<file path="config.mk">
export PLATFORM = sky130hd
export DESIGN_NAME = wcf_ctrl
export DESIGN_NICKNAME = d
export VERILOG_FILES = /design/src/rtl/wcf_pkg.sv /design/src/rtl/wcf_ctrl.sv
export SDC_FILE = /design/constraint.sdc
export NUM_CORES = 1
export LEC_CHECK = 0
export ABC_AREA = 1
export BUFFER_PORTS_ARGS = -buffer_cell sky130_fd_sc_hd__buf_2
export CAP_MARGIN = 20
export CORE_AREA = 2 2 39 41
export DETAILED_ROUTE_END_ITERATION = 7
export DIE_AREA = 0 0 41 43
export GPL_ROUTABILITY_DRIVEN = 1
export GPL_TIMING_DRIVEN = 0
export PLACE_DENSITY_LB_ADDON = 0.25
export SYNTH_ARGS = -nofsm -noshare
export SYNTH_HDL_FRONTEND = slang
export SYNTH_SLANG_ARGS = --single-unit
</file>
<file path="constraint.sdc">
create_clock -name i_clk -period 2.6 [get_ports i_clk]
set_input_delay 0.52 -clock i_clk [delete_from_list [all_inputs] [get_ports i_clk]]
set_output_delay 0.52 -clock i_clk [all_outputs]
set_load 0.05 [all_outputs]
</file>
<file path="src/rtl/wcf_pkg.sv">
`timescale 1ns / 1ps
// ----------------------------------------------------------------------------
// wcf_pkg: shared constants and types for the wolff cluster flip block
// lattice geometry, register codes, reset values and the controller/datapath
// command and status bundles
// ----------------------------------------------------------------------------
package wcf_pkg;

    // lattice side, a power of two so a site index splits into row and column
    localparam int SIDE       = 32;
    localparam int COORD_W    = $clog2(SIDE);
    localparam int SITES      = SIDE * SIDE;
    localparam int SITE_W     = $clog2(SITES);
    localparam int CNT_W      = SITE_W + 1;
    localparam int SIZE_W     = 11;
    localparam int THR_W      = 16;
    localparam int SEED_W     = 32;
    localparam int CFG_W      = 32;
    localparam int CFG_ADDR_W = 1;

    localparam logic [THR_W-1:0]  THRESH_RESET = 16'd38390;
    localparam logic [SEED_W-1:0] SEED_RESET   = 32'd6432524;

    typedef enum logic [CFG_ADDR_W-1:0] {
        CFG_BOND_THRESHOLD = 1'b0,
        CFG_RNG_SEED       = 1'b1
    } t_cfg_addr;

    // neighbor test order: row+1, row-1, col+1, col-1
    typedef enum logic [1:0] {
        DIR_DOWN  = 2'd0,
        DIR_UP    = 2'd1,
        DIR_RIGHT = 2'd2,
        DIR_LEFT  = 2'd3
    } t_dir;

    typedef struct packed {
        logic clr_step;
        logic load_item;
        logic seed_cap;
        logic seed_flip;
        logic pop;
        logic pop_ld;
        logic nb_rd;
        logic nb_chk;
        logic out_load;
    } t_cmd;

    typedef struct packed {
        logic clr_done;
        logic func;
        logic stack_empty;
        logic last_dir;
        logic out_free;
    } t_status;

endpackage

</file>
<file path="src/rtl/wcf_ctrl.sv">
`timescale 1ns / 1ps
// ----------------------------------------------------------------------------
// wcf_ctrl: cluster growth sequencer
// clears the lattice after reset, then walks seed read and, for a flip, stack
// pops and the four neighbor tests of every popped site
// ----------------------------------------------------------------------------
module wcf_ctrl (
    input  logic             i_clk,
    input  logic             i_rst_n,
    input  logic             i_in_valid,
    output logic             o_in_ready,
    input  wcf_pkg::t_status i_status,
    output wcf_pkg::t_cmd    o_cmd
);
    import wcf_pkg::*;

    typedef enum logic [3:0] {
        S_CLEAR,
        S_IDLE,
        S_SEED_RD,
        S_SEED_WT,
        S_POP,
        S_POP_WT,
        S_NB_RD,
        S_NB_CHK,
        S_DONE
    } t_state;

    t_state r_state;
    t_state n_state;

    always_comb begin
        n_state = r_state;
        o_cmd   = '0;
        unique case (r_state)
            S_CLEAR: begin
                o_cmd.clr_step = !i_status.clr_done;
                if (i_status.clr_done) begin
                    n_state = S_IDLE;
                end
            end
            S_IDLE: begin
                o_cmd.load_item = i_in_valid;
                if (i_in_valid) begin
                    n_state = S_SEED_RD;
                end
            end
            S_SEED_RD: begin
                n_state = S_SEED_WT;
            end
            S_SEED_WT: begin
                o_cmd.seed_cap  = 1'b1;
                o_cmd.seed_flip = !i_status.func;
                n_state = i_status.func ? S_DONE : S_POP;
            end
            S_POP: begin
                if (i_status.stack_empty) begin
                    n_state = S_DONE;
                end else begin
                    o_cmd.pop = 1'b1;
                    n_state   = S_POP_WT;
                end
            end
            S_POP_WT: begin
                o_cmd.pop_ld = 1'b1;
                n_state      = S_NB_RD;
            end
            S_NB_RD: begin
                o_cmd.nb_rd = 1'b1;
                n_state     = S_NB_CHK;
            end
            S_NB_CHK: begin
                o_cmd.nb_chk = 1'b1;
                n_state = i_status.last_dir ? S_POP : S_NB_RD;
            end
            S_DONE: begin
                o_cmd.out_load = i_status.out_free;
                if (i_status.out_free) begin
                    n_state = S_IDLE;
                end
            end
            default: n_state = S_IDLE;
        endcase
    end

    assign o_in_ready = (r_state == S_IDLE);

    always_ff @(posedge i_clk) begin
        if (!i_rst_n) begin
            r_state <= S_CLEAR;
        end else begin
            r_state <= n_state;
        end
    end

endmodule

</file>
# ---- Word-level counts from Yosys, hierarchy flattened
# Cells that the tools add are included.
dict set report word_totals {
  ff_bits 4
  output_inout_bits 10
  wordCells 32
  in_bits 8
}
dict set report classes {
  n_reduce_logical 4
  mux 16
  eq_ne 11
}
# cell count
set ops {}
lappend ops {{$pmux W4 S9} 1}
lappend ops {{$mux W4} 5}
lappend ops {{$eq A4 B3 Y1 const B} 4}
lappend ops {{$eq A4 B2 Y1 const B} 2}
lappend ops {{$mux W1} 8}
lappend ops {{$ne A2 B2 Y1 const B} 3}
lappend ops {{$eq A4 B1 Y1 const B} 1}
lappend ops {{$eq A4 B4 Y1 const B} 1}
lappend ops {{$logic_not A4 Y1} 1}
lappend ops {{$mux W2} 2}
lappend ops {{$reduce_and A3 Y1} 1}
lappend ops {{$logic_not A1 Y1} 2}

# ---- Logic depth before layout (Yosys ltp)
# Gate-level depths: netlist of run 1.
dict set report depth {
  ltp_word 3
  mapped_depth 7
  ltp_nobuf 7
}

# ---- Worst setup path before layout of run 1
# No wires, ideal clock.
dict set report synth_timing {
  kind {register to output}
  startpoint {register r_state[1]}
  endpoint {output o_cmd[0] in the netlist's numbering}
  t_arrival_ps 2107
  path_slack_ps -27
  n_path_buf 0
  stages_incl_launch_ff 4
  required_ps 2080
  path_cell_list {dfxtp_1 > nor2_2 > inv_2 > nor4_1}
}
# element line_no
set synth_rtl {}
lappend synth_rtl {{from (decl)} wcf_ctrl.sv:29} ;# t_state r_state;
lappend synth_rtl {{from (signal assigned)} wcf_ctrl.sv:92} ;# r_state <= n_state;
lappend synth_rtl {{to (decl)} wcf_ctrl.sv:13} ;# output wcf_pkg::t_cmd o_cmd

==> results.txt, run 1 <==
----------------------------------------------------
[Route]
  Routed via count ... 405
  Number of DRC violations after detailed routing ... 0
  DR vias/cell ... 4.26
  First-pass DRT Iterations ... 2
  Total length of routed wires ... 788 um
  Detailed Route Iter0 Violations ... 7
  Average wire per cell in the routed design ... 8.29 um
  Remaining number of nets flagged by the antenna check after routing ... 0

[Clocking]
  CTS Hold Buffers Added ... 0
  Count of buffers added by post-CTS timing repair for setup ... 0
  Htree depth ... 1
  Maximum root-to-sink buffer count ... 2
  Clock insertion delay at the later pin of the skew report ... 0.23 ns
  Clock root buffer master ... sky130_fd_sc_hd__clkbuf_4
  Clock sink count ... 4
  TritonCTS clock tree ... done
  CTS Buf Count ... 3
  Clock transition at the register clock pins on the worst setup and hold paths after CTS ... 0.04 ns
  Post-cts gate resize count ... 0

[Finish]
  Nets ... 89
  Flip-flop count of the largest register after layout ... 4
  Fin area ... 472 um2
  Biggest register ... r_state
  Registers with the most flip-flops ... r_state: 4 flops
  Fraction of layout cells with a size suffix above 1 ... 41.8%
  Synthesis-to-finish area growth ... 39.6%
  Diodes inserted ... 0

[Die]
  Die Area ... 1760 um2
  Starting utilization of the core area ... 24.4%
  Die outline height ... 43 um
  Number of rows created at floorplan ... 14
  Total I/O pin count ... 18
  Floorplan die width ... 41 um
  Core Footprint ... 1380 um2

[Min path]
  Min-delay worst type ... in2reg

[Synthesis]
  Most used flip-flop cell after synthesis ... sky130_fd_sc_hd__dfxtp_1
  #FFs+latches synth ... 4
  Leading area contributor after synthesis ... sky130_fd_sc_hd__dfxtp_1
  Syn nets ... 67
  Most frequent cells after synthesis ... sky130_fd_sc_hd__inv_1 (14), sky130_fd_sc_hd__nor2_1 (8), sky130_fd_sc_hd__nand2_1 (7), sky130_fd_sc_hd__nand3_1 (7)
  Total number of yosys warnings ... 0
  Top post-synthesis cells by area ... sky130_fd_sc_hd__dfxtp_1 (24%), sky130_fd_sc_hd__inv_1 (16%), sky130_fd_sc_hd__nand3_1 (10%), sky130_fd_sc_hd__nor2_1 (8.9%), sky130_fd_sc_hd__nand2_1 (7.8%)
  Post-synthesis average cell area ... 5.73 um2
  Area share of the largest cell type after synthesis ... 23.7%
  Syn Inst Count ... 59
  Area of the mapped netlist ... 338 um2
  Synth cell types ... 16
  Most used standard cell by instance count after synthesis ... sky130_fd_sc_hd__inv_1
  Sequential-to-total area share from yosys stat ... 23.7%
  Post-synth ARST share ... 0%
  Post-synth EDFFs ... 0

[STA]
  Clock skew ... 0.00380 ns
  Tightest Pin Transition ... 0.285 ns
  Setup violations, final ... 0
  Post-layout min period ... 1.90 ns
  Tcrit/Tclk final ... 72.9%
  Tightest slew margin relative to the limit ... 81.0%
  Fin. Hold Viols ... 0
  FMAX ... 528 MHz
  Number of pins with negative max-slew slack in the final report ... 0
  Setup_tns ... 0 ns
  Setup repair after global routing missed its margin ... no

[Setup path]
  Startpoint Class ... register
  Crit-path max FO ... 6
  Type of the worst setup path ... reg2out
  Data arrival, critical path ... 1.38 ns
  Data required time at the worst endpoint ... 2.08 ns
  Endpoint class of the critical path ... output pin
  Setup slack, reg-to-reg ... 1.48 ns

[Placed design]
  Port Buffers ... 17
  Post-Place Cell Area ... 449 um2
  Last weighted congestion value of the routability-driven placer ... 0.689
  Detailed placement HPWL ... 669 um

[Global route]
  Number of global-route vias before repair ... 348
  Pin count of the biggest net entering global routing ... 7
  Wire length of the first global-routing pass ... 1300 um
  Number of antenna violations at the first check in global routing ... 0
  Sum of overflow across all layers after global routing ... 0
  Global-route total usage across every layer ... 11.3%

[Run]
  Max-capacitance violation count ... 0

[Power and ir drop]
  Static Leakage ... 0.314 nW
  Max rail drop VDD ... 0.201 mV
  Total power per unit cell area ... 563 nW/um2

[Outcome]
  Status ... complete, no violations

----------------------------------------------------
[path summary, 6_finish.rpt]
| kind | startpoint | to | cells after the start |
|---|---|---|---|
| worst max-delay path | r_state[1]$_SDFFE_PN0P_ | o_cmd[0] | 4 |
| worst min-delay path | i_rst_n | r_state[3]$_SDFFE_PN0P_ | 3 |
| worst max register to register | r_state[1]$_SDFFE_PN0P_ | r_state[1]$_SDFFE_PN0P_ | 6 |
| worst min register to register | r_state[0]$_SDFFE_PN0P_ | r_state[2]$_SDFFE_PN0P_ | 4 |
[placed cells by master, fill, tap and decap left out]
cell | synthesis | routed
sky130_fd_sc_hd__buf_2 | 0 | 17
sky130_fd_sc_hd__inv_1 | 14 | 14
sky130_fd_sc_hd__nor3_2 | 1 | 1
sky130_fd_sc_hd__nand3_2 | 2 | 2
sky130_fd_sc_hd__clkbuf_4 | 0 | 3
sky130_fd_sc_hd__nor2_2 | 3 | 3
sky130_fd_sc_hd__o21ai_0 | 1 | 1
sky130_fd_sc_hd__nor3_1 | 1 | 1
sky130_fd_sc_hd__nand3_1 | 7 | 7
sky130_fd_sc_hd__inv_2 | 4 | 4
sky130_fd_sc_hd__a21oi_1 | 2 | 2
sky130_fd_sc_hd__nand4_1 | 1 | 1
sky130_fd_sc_hd__nand2_2 | 2 | 2
sky130_fd_sc_hd__dfxtp_1 | 4 | 4
sky130_fd_sc_hd__nor2_1 | 8 | 8
sky130_fd_sc_hd__nor4_2 | 0 | 1
sky130_fd_sc_hd__o21ai_1 | 1 | 1
sky130_fd_sc_hd__nand2_1 | 7 | 7
[cells by family after synthesis]
kind of cell | synth area share, %
buf+inv | 20.0
flops | 23.7
compound gates | 5.92
simple gates | 50.4
[through the flow]
step,std cells,setup WS (ns),power (mW),hold WS [ns],util (%)
detailed placement,92,0.932,0.194,0.671,32.5
global route,95,0.570,0.292,0.538,34.1
global placement,92,0.925,0.194,0.658,32.5
finish,95,0.705,0.265,0.518,34.1
floorplan,59,0.380,0.168,0.618,-
CTS,95,0.677,0.273,0.516,34.1
[worst max-delay path: stages, from the launching register on]
cell	delay, ns
sky130_fd_sc_hd__dfxtp_1	0.36
sky130_fd_sc_hd__nor2_2	0.28
sky130_fd_sc_hd__inv_2	0.09
sky130_fd_sc_hd__nor4_2	0.12
sky130_fd_sc_hd__buf_2	0.29
[layout make-up]
class	count	area, um2
clock buffer	3	22.5
fill	166	912
inverter	18	67.6
multi-input combinational	37	196
sequential	4	80.1
tap	16	20.0
timing repair buffer	17	85.1
[layer usage]
layer | track usage [%] | wire (um) | part of all wire (%) | vias up
li1 | - | - | - | 222
met1 | 12.5 | 355 | 45 | 173
met2 | 16.6 | 381 | 48 | 8
met3 | 3.14 | 39 | 4.9 | 2
met4 | 10.0 | 11 | 1.4 | 0
met5 | 0 | 0 | 0 | -
[report_power, final]
part | switching, mW | total (mW) | internal, mW
Sequential | 0.0102 | 0.0781 | 0.0679
Clock | 0.0225 | 0.0739 | 0.0514
Combinational | 0.0821 | 0.113 | 0.0313
Total | 0.115 | 0.265 | 0.151
Note: power is estimated with default switching activity, not from simulation.
==> inputs of run 2 (changes only) <==
- clock period: 2.6 -> 1.6 ns (I/O delays scaled with it)
==> run 2 against run 1 <==
Effect of this change: wire length is 5.3% higher; design area is 16% higher; sequential share of layout area is 0.12 points lower; via count is 4.2% higher; critical path depth stayed put; die area stayed put; non-clock buffer count is 1 higher; cell count is 1.1% higher; combinational power is 87% higher; highest routed layer unchanged.
==> results.txt, run 2 (synthesis results as in run 1) <==
----------------------------------------------------
[Outcome]
  Status ... complete, no violations

[Die]
  Number of rows created at floorplan ... 14
  Die outline height ... 43 um
  Starting utilization of the core area ... 24.4%
  Core Footprint ... 1380 um2
  Die Area ... 1760 um2
  Total I/O pin count ... 18
  Floorplan die width ... 41 um

[Setup path]
  Setup slack, reg-to-reg ... 0.50 ns
  CP cell instances ... nor2_4 > inv_2 > nor4_2 > buf_4
  Data arrival, critical path ... 1.21 ns
  Worst reg2reg path endpoint ... r_state[1]$_SDFFE_PN0P_
  R2r startpoint ... r_state[0]$_SDFFE_PN0P_
  Largest stage delay on the critical path ... 0.36 ns
  Crit-path max FO ... 6
  Type of the worst setup path ... reg2out
  CP top delay family ... flip-flops
  Register-to-Register Path Depth ... 7
  Beginning of the critical path ... r_state[0]$_SDFFE_PN0P_
  Slowest cell on the critical path ... sky130_fd_sc_hd__dfxtp_4
  Total buffers and inverters traversed by the critical path ... 2
  Data required time at the worst endpoint ... 1.28 ns
  Endpoint class of the critical path ... output pin
  Startpoint Class ... register

[STA]
  Clock skew ... 0.00106 ns
  FMAX ... 655 MHz
  Tightest slew margin relative to the limit ... 83.4%
  Number of pins with negative max-slew slack in the final report ... 0
  Tcrit/Tclk final ... 95.4%
  Fin. Hold Viols ... 0
  Post-layout min period ... 1.53 ns
  Tightest Pin Transition ... 0.250 ns
  Fin Hold WS ... 0.312 ns
  Setup violations, final ... 0

[Route]
  Detailed Route Iter0 Violations ... 2
  Average wire per cell in the routed design ... 8.65 um
  First-pass DRT Iterations ... 3
  Remaining number of nets flagged by the antenna check after routing ... 0
  DR vias/cell ... 4.40
  Routed via count ... 422
  Number of DRC violations after detailed routing ... 0
  Total length of routed wires ... 830 um

[Finish]
  Fill cell instance count of the final layout ... 163
  Area of the multi-input gates ... 225 um2
  Most common library cell in the layout ignoring fill and taps ... sky130_fd_sc_hd__inv_1
  Register Area ... 92.6 um2
  Non-filler cells, final ... 96
  Diodes inserted ... 0
  Registers with the most flip-flops ... r_state: 4 flops
  Commonest non-fill, non-tap cells in the layout ... sky130_fd_sc_hd__inv_1 (13), sky130_fd_sc_hd__buf_2 (10), sky130_fd_sc_hd__nand3_1 (7)
  Fin area ... 549 um2
  Biggest register ... r_state
  Fraction of layout cells with a size suffix above 1 ... 53.8%
  Flip-flop count of the largest register after layout ... 4
  Nets ... 90
  Synthesis-to-finish area growth ... 62.6%

[Placed design]
  Post-Place Cell Area ... 472 um2
  Port Buffers ... 17
  Detailed placement HPWL ... 696 um
  Number of placed instances, taps included ... 92
  Last weighted congestion value of the routability-driven placer ... 0.693

[Power and ir drop]
  Total power per unit cell area ... 850 nW/um2
  Max rail drop VDD ... 0.331 mV
  Static Leakage ... 0.312 nW

[Clocking]
  Clock transition at the register clock pins on the worst setup and hold paths after CTS ... 0.04 ns
  Clock insertion delay at the later pin of the skew report ... 0.23 ns
  Maximum root-to-sink buffer count ... 2
  CTS Buf Count ... 3
  CTS Hold Buffers Added ... 0
  TritonCTS clock tree ... done
  Clock root buffer master ... sky130_fd_sc_hd__clkbuf_4
  Clock sink count ... 4
  Htree depth ... 1

[Min path]
  Hold Crit Depth ... 3
  Min-delay worst type ... in2reg
  Hold Startpoint ... i_rst_n
  End point of the worst hold path ... r_state[3]$_SDFFE_PN0P_

[Global route]
  Pin count of the biggest net entering global routing ... 7
  Wire length of the first global-routing pass ... 1260 um
  Number of global-route vias before repair ... 364
  Global-route total usage across every layer ... 11.0%
  Number of antenna violations at the first check in global routing ... 0
  Sum of overflow across all layers after global routing ... 0

[Run]
  Max-capacitance violation count ... 0

----------------------------------------------------
## run 2: changes by cell type in the layout (fill, tap and decap cells not counted), sizes merged
| cell | delta |
|---|---|
| buf | +1 |
| clkinvlp | +1 |
| inv | -1 |
## run 2: worst min-delay path: stages
cell                      delay (ns)
sky130_fd_sc_hd__buf_2          0.10
sky130_fd_sc_hd__nand2_1        0.05
sky130_fd_sc_hd__inv_1          0.04
## run 2: report_power, final
part           switching, mW  internal (mW)
logic                  0.141         0.0698
registers             0.0206          0.113
clock network         0.0389         0.0838
## run 2: area by class of cell
| cell class | instances | share of cell area [%] |
|---|---|---|
| tap | 16 | 3.64 |
| timing repair buffer | 18 | 21.4 |
| inverter | 18 | 13.0 |
| sequential | 4 | 16.9 |
| clock buffer | 3 | 4.10 |
| multi-input combinational | 37 | 41.0 |
## run 2: worst max-delay path by stage
stage                     endpoint  cells after the start
after floorplan           o_cmd[0]                      3
after global placement    o_cmd[3]                      5
after detailed placement  o_cmd[3]                      5
after CTS                 o_cmd[0]                      3
after global routing      o_cmd[0]                      4
final                     o_cmd[0]                      4
## run 2: metal layers
metal | track usage (%) | up-vias | wire (um)
met1 | 11.2 | 189 | 340
met5 | 0 | - | 0
met2 | 16.9 | 9 | 435
li1 | - | 222 | -
met3 | 1.57 | 2 | 46
met4 | 12.0 | 0 | 8
## run 2: what timing repair did
item	4_1_cts	5_1_grt
resized for setup	9	9
endpoints found under the setup margin	8	8
gates cloned	0	0
setup buffers	0	1
pin swaps	0	2
## run 2: through the flow
step,setup TNS (ns),power [mW],setup slack [ns],util (%)
floorplan,-0.323,0.281,-0.220,-
global placement,0,0.323,0.144,34.1
detailed placement,0,0.324,0.127,34.1
CTS,0,0.466,0.0000365,37.4
global route,-0.00257,0.506,-0.00257,39.7
finish,0,0.467,0.0739,39.7
